File: config.mk
export PLATFORM = sky130hd
export DESIGN_NAME = fbwpc_merge
export DESIGN_NICKNAME = d
export VERILOG_FILES = /design/src/sv/fbwpc_pkg.sv /design/src/sv/fbwpc_merge.sv
export SDC_FILE = /design/constraint.sdc
export NUM_CORES = 1
export LEC_CHECK = 0
export ABC_AREA = 1
export BUFFER_PORTS_ARGS = -buffer_cell sky130_fd_sc_hd__buf_2
export CAP_MARGIN = 20
export CORE_AREA = 2 2 114 116
export CTS_CLUSTER_SIZE = 12
export DETAILED_ROUTE_END_ITERATION = 7
export DIE_AREA = 0 0 116 118
export PLACE_DENSITY = 0.69
export SLEW_MARGIN = 20
export SYNTH_ARGS = -nofsm -noshare
export SYNTH_HDL_FRONTEND = slang
export SYNTH_SLANG_ARGS = --single-unit
File: constraint.sdc
create_clock -name clk -period 1.05 [get_ports clk]
set_input_delay 0.0525 -clock clk [delete_from_list [all_inputs] [get_ports clk]]
set_output_delay 0.0525 -clock clk [all_outputs]
set_load 0.02 [all_outputs]
File: src/sv/fbwpc_pkg.sv
// Shared types and constants for the frame buffer pixel convert block.
`default_nettype none

package fbwpc_pkg;

  // Access kinds on the input side
  localparam logic OP_WRITE = 1'b0;
  localparam logic OP_READ  = 1'b1;

  // Result kinds on the output side
  localparam logic KIND_READ  = 1'b0;
  localparam logic KIND_PIXEL = 1'b1;

  // Field widths fixed by the interface
  localparam int IDX_W  = 18;
  localparam int PIX_W  = IDX_W + 1;
  localparam int CFG_AW = 5;

  // Register indexes on the configuration port
  localparam logic [2:0] REG_RED_WIDTH   = 3'd0;
  localparam logic [2:0] REG_RED_SHIFT   = 3'd1;
  localparam logic [2:0] REG_GREEN_WIDTH = 3'd2;
  localparam logic [2:0] REG_GREEN_SHIFT = 3'd3;
  localparam logic [2:0] REG_BLUE_WIDTH  = 3'd4;
  localparam logic [2:0] REG_BLUE_SHIFT  = 3'd5;

  // Channel packing setup
  typedef struct packed {
    logic [4:0] red_width;
    logic [4:0] red_shift;
    logic [4:0] green_width;
    logic [4:0] green_shift;
    logic [4:0] blue_width;
    logic [4:0] blue_shift;
  } cfg_t;

  // What one access asks the result stage to deliver
  typedef struct packed {
    logic rd;
    logic px0;
    logic px1;
  } res_req_t;

  // One converted pixel from a lane
  typedef struct packed {
    logic [9:0]  x;
    logic [8:0]  y;
    logic [31:0] value;
  } lane_res_t;

endpackage

`default_nettype wire

File: src/sv/fbwpc_merge.sv
// Result stage: orders read data and lane pixels onto the result port.
`default_nettype none

module fbwpc_merge import fbwpc_pkg::*; (
  input  wire logic        clk,
  input  wire logic        rst_n,
  input  wire logic        load,
  input  wire res_req_t    req,
  input  wire logic [63:0] rd_data,
  input  wire lane_res_t   lane0,
  input  wire lane_res_t   lane1,
  output logic             more,
  output logic             out_valid,
  output logic             out_kind,
  output logic [63:0]      out_read_data,
  output logic [9:0]       out_pixel_x,
  output logic [8:0]       out_pixel_y,
  output logic [31:0]      out_pixel_value,
  output logic             out_last
);

  logic        pend_rd_r;
  logic        pend0_r;
  logic        pend1_r;
  logic [63:0] rd_data_r;

  // Load pending results, drop each one as it goes out
  always_ff @(posedge clk) begin
    if (!rst_n) begin
      pend_rd_r <= 1'b0;
      pend0_r   <= 1'b0;
      pend1_r   <= 1'b0;
    end else if (load) begin
      pend_rd_r <= req.rd;
      pend0_r   <= req.px0;
      pend1_r   <= req.px1;
    end else if (pend_rd_r) begin
      pend_rd_r <= 1'b0;
    end else if (pend0_r) begin
      pend0_r <= 1'b0;
    end else begin
      pend1_r <= 1'b0;
    end
  end

  // Hold read data
  always_ff @(posedge clk) begin
    if (load) begin
      rd_data_r <= rd_data;
    end
  end

  assign more = pend0_r & pend1_r;

  // Drive the result port; upper pixel goes first
  always_comb begin
    out_valid       = 1'b0;
    out_kind        = KIND_READ;
    out_read_data   = '0;
    out_pixel_x     = '0;
    out_pixel_y     = '0;
    out_pixel_value = '0;
    out_last        = 1'b0;
    if (pend_rd_r) begin
      out_valid     = 1'b1;
      out_read_data = rd_data_r;
      out_last      = 1'b1;
    end else if (pend0_r) begin
      out_valid       = 1'b1;
      out_kind        = KIND_PIXEL;
      out_pixel_x     = lane0.x;
      out_pixel_y     = lane0.y;
      out_pixel_value = lane0.value;
      out_last        = ~pend1_r;
    end else if (pend1_r) begin
      out_valid       = 1'b1;
      out_kind        = KIND_PIXEL;
      out_pixel_x     = lane1.x;
      out_pixel_y     = lane1.y;
      out_pixel_value = lane1.value;
      out_last        = 1'b1;
    end
  end

endmodule

`default_nettype wire

==> results_dict.tcl <==
set metrics [dict create \
    violations "negative setup slack" \
    dp_hpwl_mm 8.55 \
    areaGrowthSynthToFinish_pct 107 \
    use_met2_pct 37.2 \
    layout_setup_ws_ns -0.398 \
    grt_overflow 0 \
    layout_common_cells "buf_2 (180), buf_6 (94), dlygate4sd3_1 (68), edfxtp_1 (64)" \
    dieArea_sq_um 13700 \
    power_frac_clock_pct 35.4 \
    viasPerCell 4.48 \
    grtUsageMet1_pct 22.2 \
    synth_top_cell_by_area "edfxtp_1" \
    synth-seq-cells 67 \
    cts_root_buf "clkbuf_16" \
    clkTransAtPathRegs_ns 0.06 \
    synth_cell_types 18 \
    busiest_layer "met2" \
    chipHeight_microns 118 \
    syn_avg_cell_area_sq_um 10.1 \
    grt_pass1_wl_mm 21.5 \
    ir_drop_mv 1.22 \
    grtUsageMet3_pct 6.28 \
    final_area_sq_um 8320 \
    synth.yosys.seq_area_share_pct 49.4 \
    cts.sinks 67 \
    core_area_sq_um 12400 \
    comb_power_share_pct 24.7 \
    antenna_found_initial 0 \
    startpoint_type "flip-flop" \
    io_pins 291 \
    place.gp.congestion 0.780 \
    rsz0062_at_grt "true" \
    rows 41 \
    register_area_sq_um 1990 \
    routed_wl_mm 15.7 \
    cp_max_fo 8 \
    insertion_delay_ns 0.33 \
    leakagePower_uw 0.00415 \
    p_switching_uw 2300 \
    final_common_cell "buf_2" \
    slew-limit-headroom_pct 84.5 \
    post-route-period-util_pct 138 \
    cp_data_arrival_time_ns 1.40 \
    die_x_microns 116 \
    track_usage_pct 20.3 \
    layout.cells.non_filler 958 \
    finClkSkew_ns 0.0000418 \
    status "finished, violations left" \
    synth.area.top_cells "edfxtp_1 (48%), nand3_2 (12%), nand2_1 (11%), a21oi_2 (11%), inv_1 (6.2%)" \
    diodes 0 \
    setup_viol 120 \
    worstSetupEndpointType "output port" \
    synth_area_sq_um 4010 \
    power_frac_seq_pct 39.9 \
    syn_nets 571 \
    cpMaxStageDelayCell "dfxtp_4" \
    synth.top_cell.area_share_pct 47.9 \
    fill_cells 879 \
    hold_path_class "primary input to flip-flop" \
    grt_pass1_vias 4343 \
    detail_route.wl_per_cell_microns 16.4 \
    multiInputGateArea_sq_um 2000 \
    finalHoldViolCount 0 \
    firstDrtPassIters 4 \
    cts_tree "yes" \
    port_buffers 290 \
    drc 0 \
    netlist_instances 397 \
    critPathMaxStageDelay_ns 0.42 \
    power.density_nw_per_um2 1010 \
    nNetsFinal 955 \
    maxCapViolCount 0 \
    cp.required_ns 1.00 \
    htreeDepth 3 \
    start_util_pct 32.3 \
    postRouteAntennaNets 0 \
    critPathKind "flip-flop to output port" \
    min_period_ns 1.45 \
    worstMarginPinSlew_ns 0.232 \
    drt_iter0_markers 131 \
    placed_cells 848 \
    fmax_ghz 0.690 \
    dpl_cell_area_sq_um 5660 \
    maxSlewViolCount 0 \
    switching_share_pct 27.4 \
    p_int_uw 6100 \
    cts-buffers-inserted 9 \
    cp_cell_sequence "inv_12, ha_4, or2_4, buf_6" \
    grt_max_degree 44 \
    clockBufferDepth 2 \
    drive_gt1_share_pct 75.3 \
    ys_warn_count 0 \
    num_vias 4294 \
]
cell families (layout without fill, tap and decap cells):
logic type                 count (synthesis)  count (layout)  share of synthesized area (%)
AOI/OAI and AO/OA                         51              51                           10.9
adders and majority gates                  2               2                          0.624
buffers and inverters                     98             487                           14.4
DFF                                       67              67                           49.4
and+or+nand+nor                          179             179                           24.6
state kept, by name, summed over array words and instances (netlist names):
signal     count
pend1_r        1
pend_rd_r      1
pend0_r        1
rd_data_r     64
area by class of cell:
cell class              count  area share, %
repair buffers            403           42.6
well taps                 172           2.59
clock inverters             6          0.797
flip-flops and latches     67           24.0
inverters                  68           3.34
multi-input cells         232           24.0
clock buffers              10           2.75
per-stage QoR:
step / setup TNS, ns / utilization [%] / worst slack, ns / hold WS (ns) / total power (uW)
floorplan: -0.115 / - / -0.115 / 0.151 / 3960
global placement: -2.25 / 45.6 / -0.115 / 0.228 / 4580
detailed placement: -2.98 / 45.6 / -0.138 / 0.231 / 4590
CTS: -38.68 / 61.3 / -0.394 / 0.198 / 8080
global route: -43.70 / 67.0 / -0.446 / 0.199 / 8710
finish: -36.38 / 67.0 / -0.398 / 0.200 / 8400
what timing repair did:
item | in CTS | in global routing
endpoints found under the hold margin | 67 | 0
setup buffers | 12 | 5
endpoints found under the setup margin | 119 | 120
gates resized for setup | 231 | 206
gates cloned | 6 | 7
hold buffers | 68 | 0
pin swaps | 3 | 10
worst paths after layout:
kind | from | to | slack (ns) | cells past startpoint
max reg2reg | pend_rd_r | pend1_r | -0.08 | 8
min | load | rd_data_r[24] | 0.20 | 2
min reg2reg | pend1_r | pend1_r | 0.66 | 3
max | pend0_r | out_last | -0.40 | 4
per-layer routing:
| metal | up-vias | wire (microns) |
|---|---|---|
| met2 | 203 | 8400 |
| li1 | 2054 | - |
| met5 | - | 0 |
| met1 | 2020 | 5830 |
| met3 | 17 | 1310 |
| met4 | 0 | 201 |
critical path: cells and delay by family (launching register included):
family / cells / cell delay [ns]
AND/OR/NAND/NOR: 1 / 0.23
adder cells (fa/ha/maj): 1 / 0.21
flip-flops: 1 / 0.42
buffers and inverters: 2 / 0.20
power groups by stage:
stage | combinational (uW) | sequential [uW] | clock, uW
after global placement | 1310 | 3270 | 0
after detailed placement | 1320 | 3280 | 0
final | 2070 | 3350 | 2980
after CTS | 1850 | 3250 | 2990
after floorplan | 710 | 3250 | 0
after global routing | 2190 | 3370 | 3150
synthesized netlist by cell type:
library cell  instances
a21oi_1               2
a21oi_2              49
buf_12                6
buf_2                 9
buf_4                 7
buf_6                 7
clkbuf_8              1
dfxtp_1               3
edfxtp_1             64
ha_1                  2
inv_1                66
inv_12                1
inv_2                 1
nand2_1             120
nand3_1               6
nand3_2              49
nor2_1                3
or2_1                 1
(Power assumes the default switching activity.)
