[src/sv/fbwpc_pkg.sv]
// Shared types and constants for the frame buffer pixel convert block.
`default_nettype none

package fbwpc_pkg;

  // Access kinds on the input side
  localparam logic OP_WRITE = 1'b0;
  localparam logic OP_READ  = 1'b1;

  // Result kinds on the output side
  localparam logic KIND_READ  = 1'b0;
  localparam logic KIND_PIXEL = 1'b1;

  // Field widths fixed by the interface
  localparam int IDX_W  = 18;
  localparam int PIX_W  = IDX_W + 1;
  localparam int CFG_AW = 5;

  // Register indexes on the configuration port
  localparam logic [2:0] REG_RED_WIDTH   = 3'd0;
  localparam logic [2:0] REG_RED_SHIFT   = 3'd1;
  localparam logic [2:0] REG_GREEN_WIDTH = 3'd2;
  localparam logic [2:0] REG_GREEN_SHIFT = 3'd3;
  localparam logic [2:0] REG_BLUE_WIDTH  = 3'd4;
  localparam logic [2:0] REG_BLUE_SHIFT  = 3'd5;

  // Channel packing setup
  typedef struct packed {
    logic [4:0] red_width;
    logic [4:0] red_shift;
    logic [4:0] green_width;
    logic [4:0] green_shift;
    logic [4:0] blue_width;
    logic [4:0] blue_shift;
  } cfg_t;

  // What one access asks the result stage to deliver
  typedef struct packed {
    logic rd;
    logic px0;
    logic px1;
  } res_req_t;

  // One converted pixel from a lane
  typedef struct packed {
    logic [9:0]  x;
    logic [8:0]  y;
    logic [31:0] value;
  } lane_res_t;

endpackage

`default_nettype wire

[src/sv/fbwpc_lane.sv]
// One pixel lane: coordinate split of the pixel index and display packing.
`default_nettype none

module fbwpc_lane import fbwpc_pkg::*; #(
  parameter int WIDTH = 640
) (
  input  wire logic             clk,
  input  wire logic             load,
  input  wire logic [PIX_W-1:0] pix_in,
  input  wire logic             capture,
  input  wire logic [31:0]      word,
  input  wire cfg_t             cfg,
  output lane_res_t             res
);

  // Reciprocal of the row length; the estimate is low by at most one
  localparam int RECIP_SH = PIX_W + 1;
  localparam int RECIP_W  = RECIP_SH + 1;
  localparam int PROD_W   = PIX_W + RECIP_W;
  localparam logic [RECIP_W-1:0] RECIP = RECIP_W'((64'd1 << RECIP_SH) / WIDTH);

  logic [PIX_W-1:0]  pix_r;
  logic [PIX_W-1:0]  q_r;
  logic [PROD_W-1:0] prod;
  logic [31:0]       qw;
  logic [31:0]       rem;
  logic              fix;
  logic [31:0]       x_full;
  logic [31:0]       y_full;
  lane_res_t         res_r;

  function automatic logic [31:0] pack_channel(input logic [7:0] c,
                                               input logic [4:0] w,
                                               input logic [4:0] s);
    logic [38:0] t;
    logic [31:0] v;
    t = 39'(c) << w;
    v = {1'b0, t[38:8]};
    return v << s;
  endfunction

  // Estimate the row on the transfer
  assign prod = PROD_W'(pix_in) * PROD_W'(RECIP);

  always_ff @(posedge clk) begin
    if (load) begin
      pix_r <= pix_in;
      q_r   <= prod[RECIP_SH +: PIX_W];
    end
  end

  // Correct the row estimate and take the column as the remainder
  assign qw     = 32'(q_r) * 32'(WIDTH);
  assign rem    = 32'(pix_r) - qw;
  assign fix    = rem >= 32'(WIDTH);
  assign x_full = fix ? rem - 32'(WIDTH) : rem;
  assign y_full = fix ? 32'(q_r) + 32'd1 : 32'(q_r);

  always_ff @(posedge clk) begin
    if (capture) begin
      res_r.x     <= x_full[9:0];
      res_r.y     <= y_full[8:0];
      res_r.value <= pack_channel(word[23:16], cfg.red_width, cfg.red_shift)
                   | pack_channel(word[15:8], cfg.green_width, cfg.green_shift)
                   | pack_channel(word[7:0], cfg.blue_width, cfg.blue_shift);
    end
  end

  assign res = res_r;

endmodule

`default_nettype wire

[config.mk]
export PLATFORM = sky130hd
export DESIGN_NAME = fbwpc_lane
export DESIGN_NICKNAME = d
export VERILOG_FILES = /design/src/sv/fbwpc_pkg.sv /design/src/sv/fbwpc_lane.sv
export SDC_FILE = /design/constraint.sdc
export NUM_CORES = 1
export LEC_CHECK = 0
export ABC_CLOCK_PERIOD_IN_PS = 9200
export BUFFER_PORTS_ARGS = -buffer_cell sky130_fd_sc_hd__buf_2
export CAP_MARGIN = 20
export CORE_ASPECT_RATIO = 1.5
export CORE_UTILIZATION = 30
export DETAILED_ROUTE_END_ITERATION = 6
export GPL_TIMING_DRIVEN = 0
export PLACE_DENSITY = 0.57
export SLEW_MARGIN = 20
export SYNTH_ARGS = -nofsm -noshare
export SYNTH_HDL_FRONTEND = slang
export SYNTH_SLANG_ARGS = --single-unit
[constraint.sdc]
create_clock -name clk -period 9.2 [get_ports clk]
set_input_delay 2.76 -clock clk [delete_from_list [all_inputs] [get_ports clk]]
set_output_delay 2.76 -clock clk [all_outputs]
set_load 0.01 [all_outputs]
==> results by group <==
Outcome
  – Status: finished with violations
  – Failing checks: design-rule violations

Global routing
  – Grt met1 use: 0.231
  – Initial antenna violation count: 2
  – Total global-route track usage: 0.229
  – Grt peak-use layer: met2
  – Grt total ovfl: 0
  – GR Util met3: 0.0365
  – Vias in the first global route: between 10000 and 15000
  – Global-route wire length before repair: approximately 85000 microns
  – M2 GR Usage: 0.423
  – Pin count of the biggest net entering global routing: 52

Clock network
  – Maximum clock insertion buffer count: 2
  – Post_cts resized: 0
  – Clock latency on the worst-skew pair: around 0.37 ns
  – Worst-path clk slew: 0.07 ns
  – H-tree depth: 3
  – TritonCTS buffer count: 9
  – Root Driver: clkbuf_16
  – CTS tree: yes
  – Hold-fix buffers, CTS: 0
  – Total clock sinks: 80
  – Number of buffers inserted to repair setup after CTS: 0

Setup path
  – WS Path Type: input pin to flip-flop
  – Worst Setup SP: pix_in[8]
  – Worst reg2reg path startpoint: q_r[1]$_DFFE_PP_
  – Register-to-Register Path Depth: 21
  – Type of origin of the critical path: input pin
  – CP Capture Type: flip-flop
  – Max FO, Critical Path: 6
  – Worst Path Arrival: ~7.6 ns
  – Worst endpoint required time: about 9.3 ns
  – R2R setup slack: 3.96 ns

Synthesis
  – Most common cell in the netlist: nand2_1
  – Mapped cell area: about 14000 sq um
  – Top FF cell, synth: edfxtp_1
  – Syn avg cell area: between 8 and 9 sq um
  – Yosys Warn Count: 0
  – Yosys reg bits: 80
  – Top cells by area, synth: edfxtp_1 (17%), ha_1 (11%), fa_1 (7.2%)
  – Sequential fraction of the synthesis area: 0.170
  – Dominant cell type by area after synthesis: edfxtp_1
  – Post-synth EDFFs: 80
  – Synth Net Count: ~2000
  – Post-synth top area share: 0.170
  – Syn Inst Count: about 1700
  – Async S/R FF share, synth: 0
  – Synth top cells by count: nand2_1 (138), inv_1 (132), ha_1 (129)
  – Synth cell types: between 90 and 100

Timing
  – Slew Limit Headroom: 0.213
  – Tmin final: around 7.5 ns
  – Finish-stage setup viols: 0
  – Crit share post-route: 0.815
  – Final hold vios: 0
  – Fin. max-slew vios: 0
  – Final TNS setup: 0 ns
  – Slew @ Worst Pin: around 1.2 ns
  – Post-route clock skew: about 0.011 ns
  – Peak Freq: approximately 130 MHz
  – Unrepaired setup endpoints after global routing: false
  – Final Worst Setup Slack: approximately 1.7 ns

Placement
  – Placed Area: roughly 15000 sq um
  – Place WS: 1.24 ns
  – Detail Placement HPWL: between 40000 and 50000 microns
  – I/O Buffers: ~110
  – Placed cell count: roughly 2400
  – Gpl congestion: about 1

Power
  – Leak pwr: 0.00652 uW
  – PwrDens: roughly 210 nW/um^2
  – VDD IR max: ~140 uV

Floorplanning
  – IO Count: approximately 140
  – Row count: 97
  – Die outline area: approximately 48000 sq um
  – Chip width: 179 microns
  – Initial Utilization: 0.304
  – Core area: approximately 47000 sq um
  – Die Span Y: approximately 270 microns

Layout
  – Final Instance Area: around 16000 sq um
  – Layout cells sized above 1: 0.131
  – Fin cells: between 2000 and 2500
  – Net total in the final layout: a little over 2000
  – Area growth from synthesis to layout: 11.5%
  – Number of diodes: 0

Min path
  – Hold Path Stages: 0
  – Hold path startpoint: pix_r[3]$_DFFE_PP_
  – Hold crit path type: flip-flop to flip-flop

Route
  – Routed WL: around 56000 microns
  – DRC errors left: 14
  – Final ANT Viol Nets: 0
  – WL/cell: around 23 microns
  – Vias per inst: just under 6
  – DRT Pass-1 Iters: 7
  – Vias: about 14000
  – First DRT Iteration DRCs: 1336

Run
  – Max_cap viols: 0
[placed cells by master, fill, tap and decap left out, drive strengths merged, types with 10 or more instances in the layout]
master and count:
a221oi 11, nor3 37, mux2 47, nand3 48, a32oi 11, mux2i 64
fa 51, edfxtp 80, o22ai 37, a22oi 25, a2111oi 11, o21ai 89
buf 134, clkbuf 91, xor2 20, and2 21, nor2 128, a21o 27
a21oi 83, o21a 14, a211oi 42, o211ai 27, mux4 30, nand2 138
inv 137, ha 129, a31oi 21, o221ai 10, nand2b 20, nor2b 18
nand4 20, xnor2 18
[critical path: stages]
cell and delay (ns):
buf_2 0.17, ha_1 0.40, fa_1 0.54, fa_1 0.52
fa_1 0.54, inv_1 0.05, fa_1 0.50, inv_1 0.04
ha_1 0.34, nand4_1 0.17, nor3_1 0.31, nand4_1 0.14
o211ai_1 0.34, a41o_1 0.29, nor4_1 0.08, o31a_1 0.29
xnor2_1 0.13
[power by group]
group          internal (uW)  total [uW]  switching [uW]  leakage, uW
Combinational            999        2380            1380      0.00559
Clock                    217         395             178     0.000150
Sequential               521         572            51.3     0.000779
Total                   1740        3350            1610      0.00652
[worst paths after layout]
path / end
setup reg to reg: res[33]$_DFFE_PP_
hold / removal: res[44]$_DFFE_PP_
hold reg to reg: res[44]$_DFFE_PP_
setup / recovery: q_r[9]$_DFFE_PP_
[metal layers]
layer  share of wire  up-vias  routed length [microns]
li1                -     6647                        -
met1            0.36     6854                    20000
met2            0.51      638                    28300
met3           0.054      185                     3000
met4           0.078        4                     4350
met5         0.00041        -                       23
[sequential cells by signal, indices dropped and copies added, names as in the netlist]
register	cells
res	51
q_r	10
pix_r	19
[logic make-up after synthesis]
kind of cell | count (synthesis) | synth area share
AO/OA/AOI/OAI | 517 | 0.257
XOR/XNOR | 38 | 0.0235
adder cells (fa/ha/maj) | 180 | 0.186
buffers and inverters | 241 | 0.0673
flip-flops | 80 | 0.170
multiplexers | 141 | 0.132
AND/OR/NAND/NOR | 486 | 0.165
[per-stage QoR]
step                power (uW)  hold slack [ns]  utilization
finish                    3350            0.421        0.339
global route              3670            0.433        0.339
CTS                       3360            0.423        0.339
detailed placement        2940            0.406        0.332
global placement          2900            0.405        0.332
floorplan                 2340            0.400            -
[cell type report]
| cell class | count | area, sq um |
|---|---|---|
| fill | 4993 | 30800 |
| inverter | 139 | 522 |
| clock inverter | 7 | 86.3 |
| clock buffer | 9 | 225 |
| multi-input combinational | 1362 | 10800 |
| sequential | 80 | 2400 |
| timing repair buffer | 114 | 573 |
| tap | 594 | 743 |
| buffer | 102 | 432 |
(Power assumes the default switching activity.)
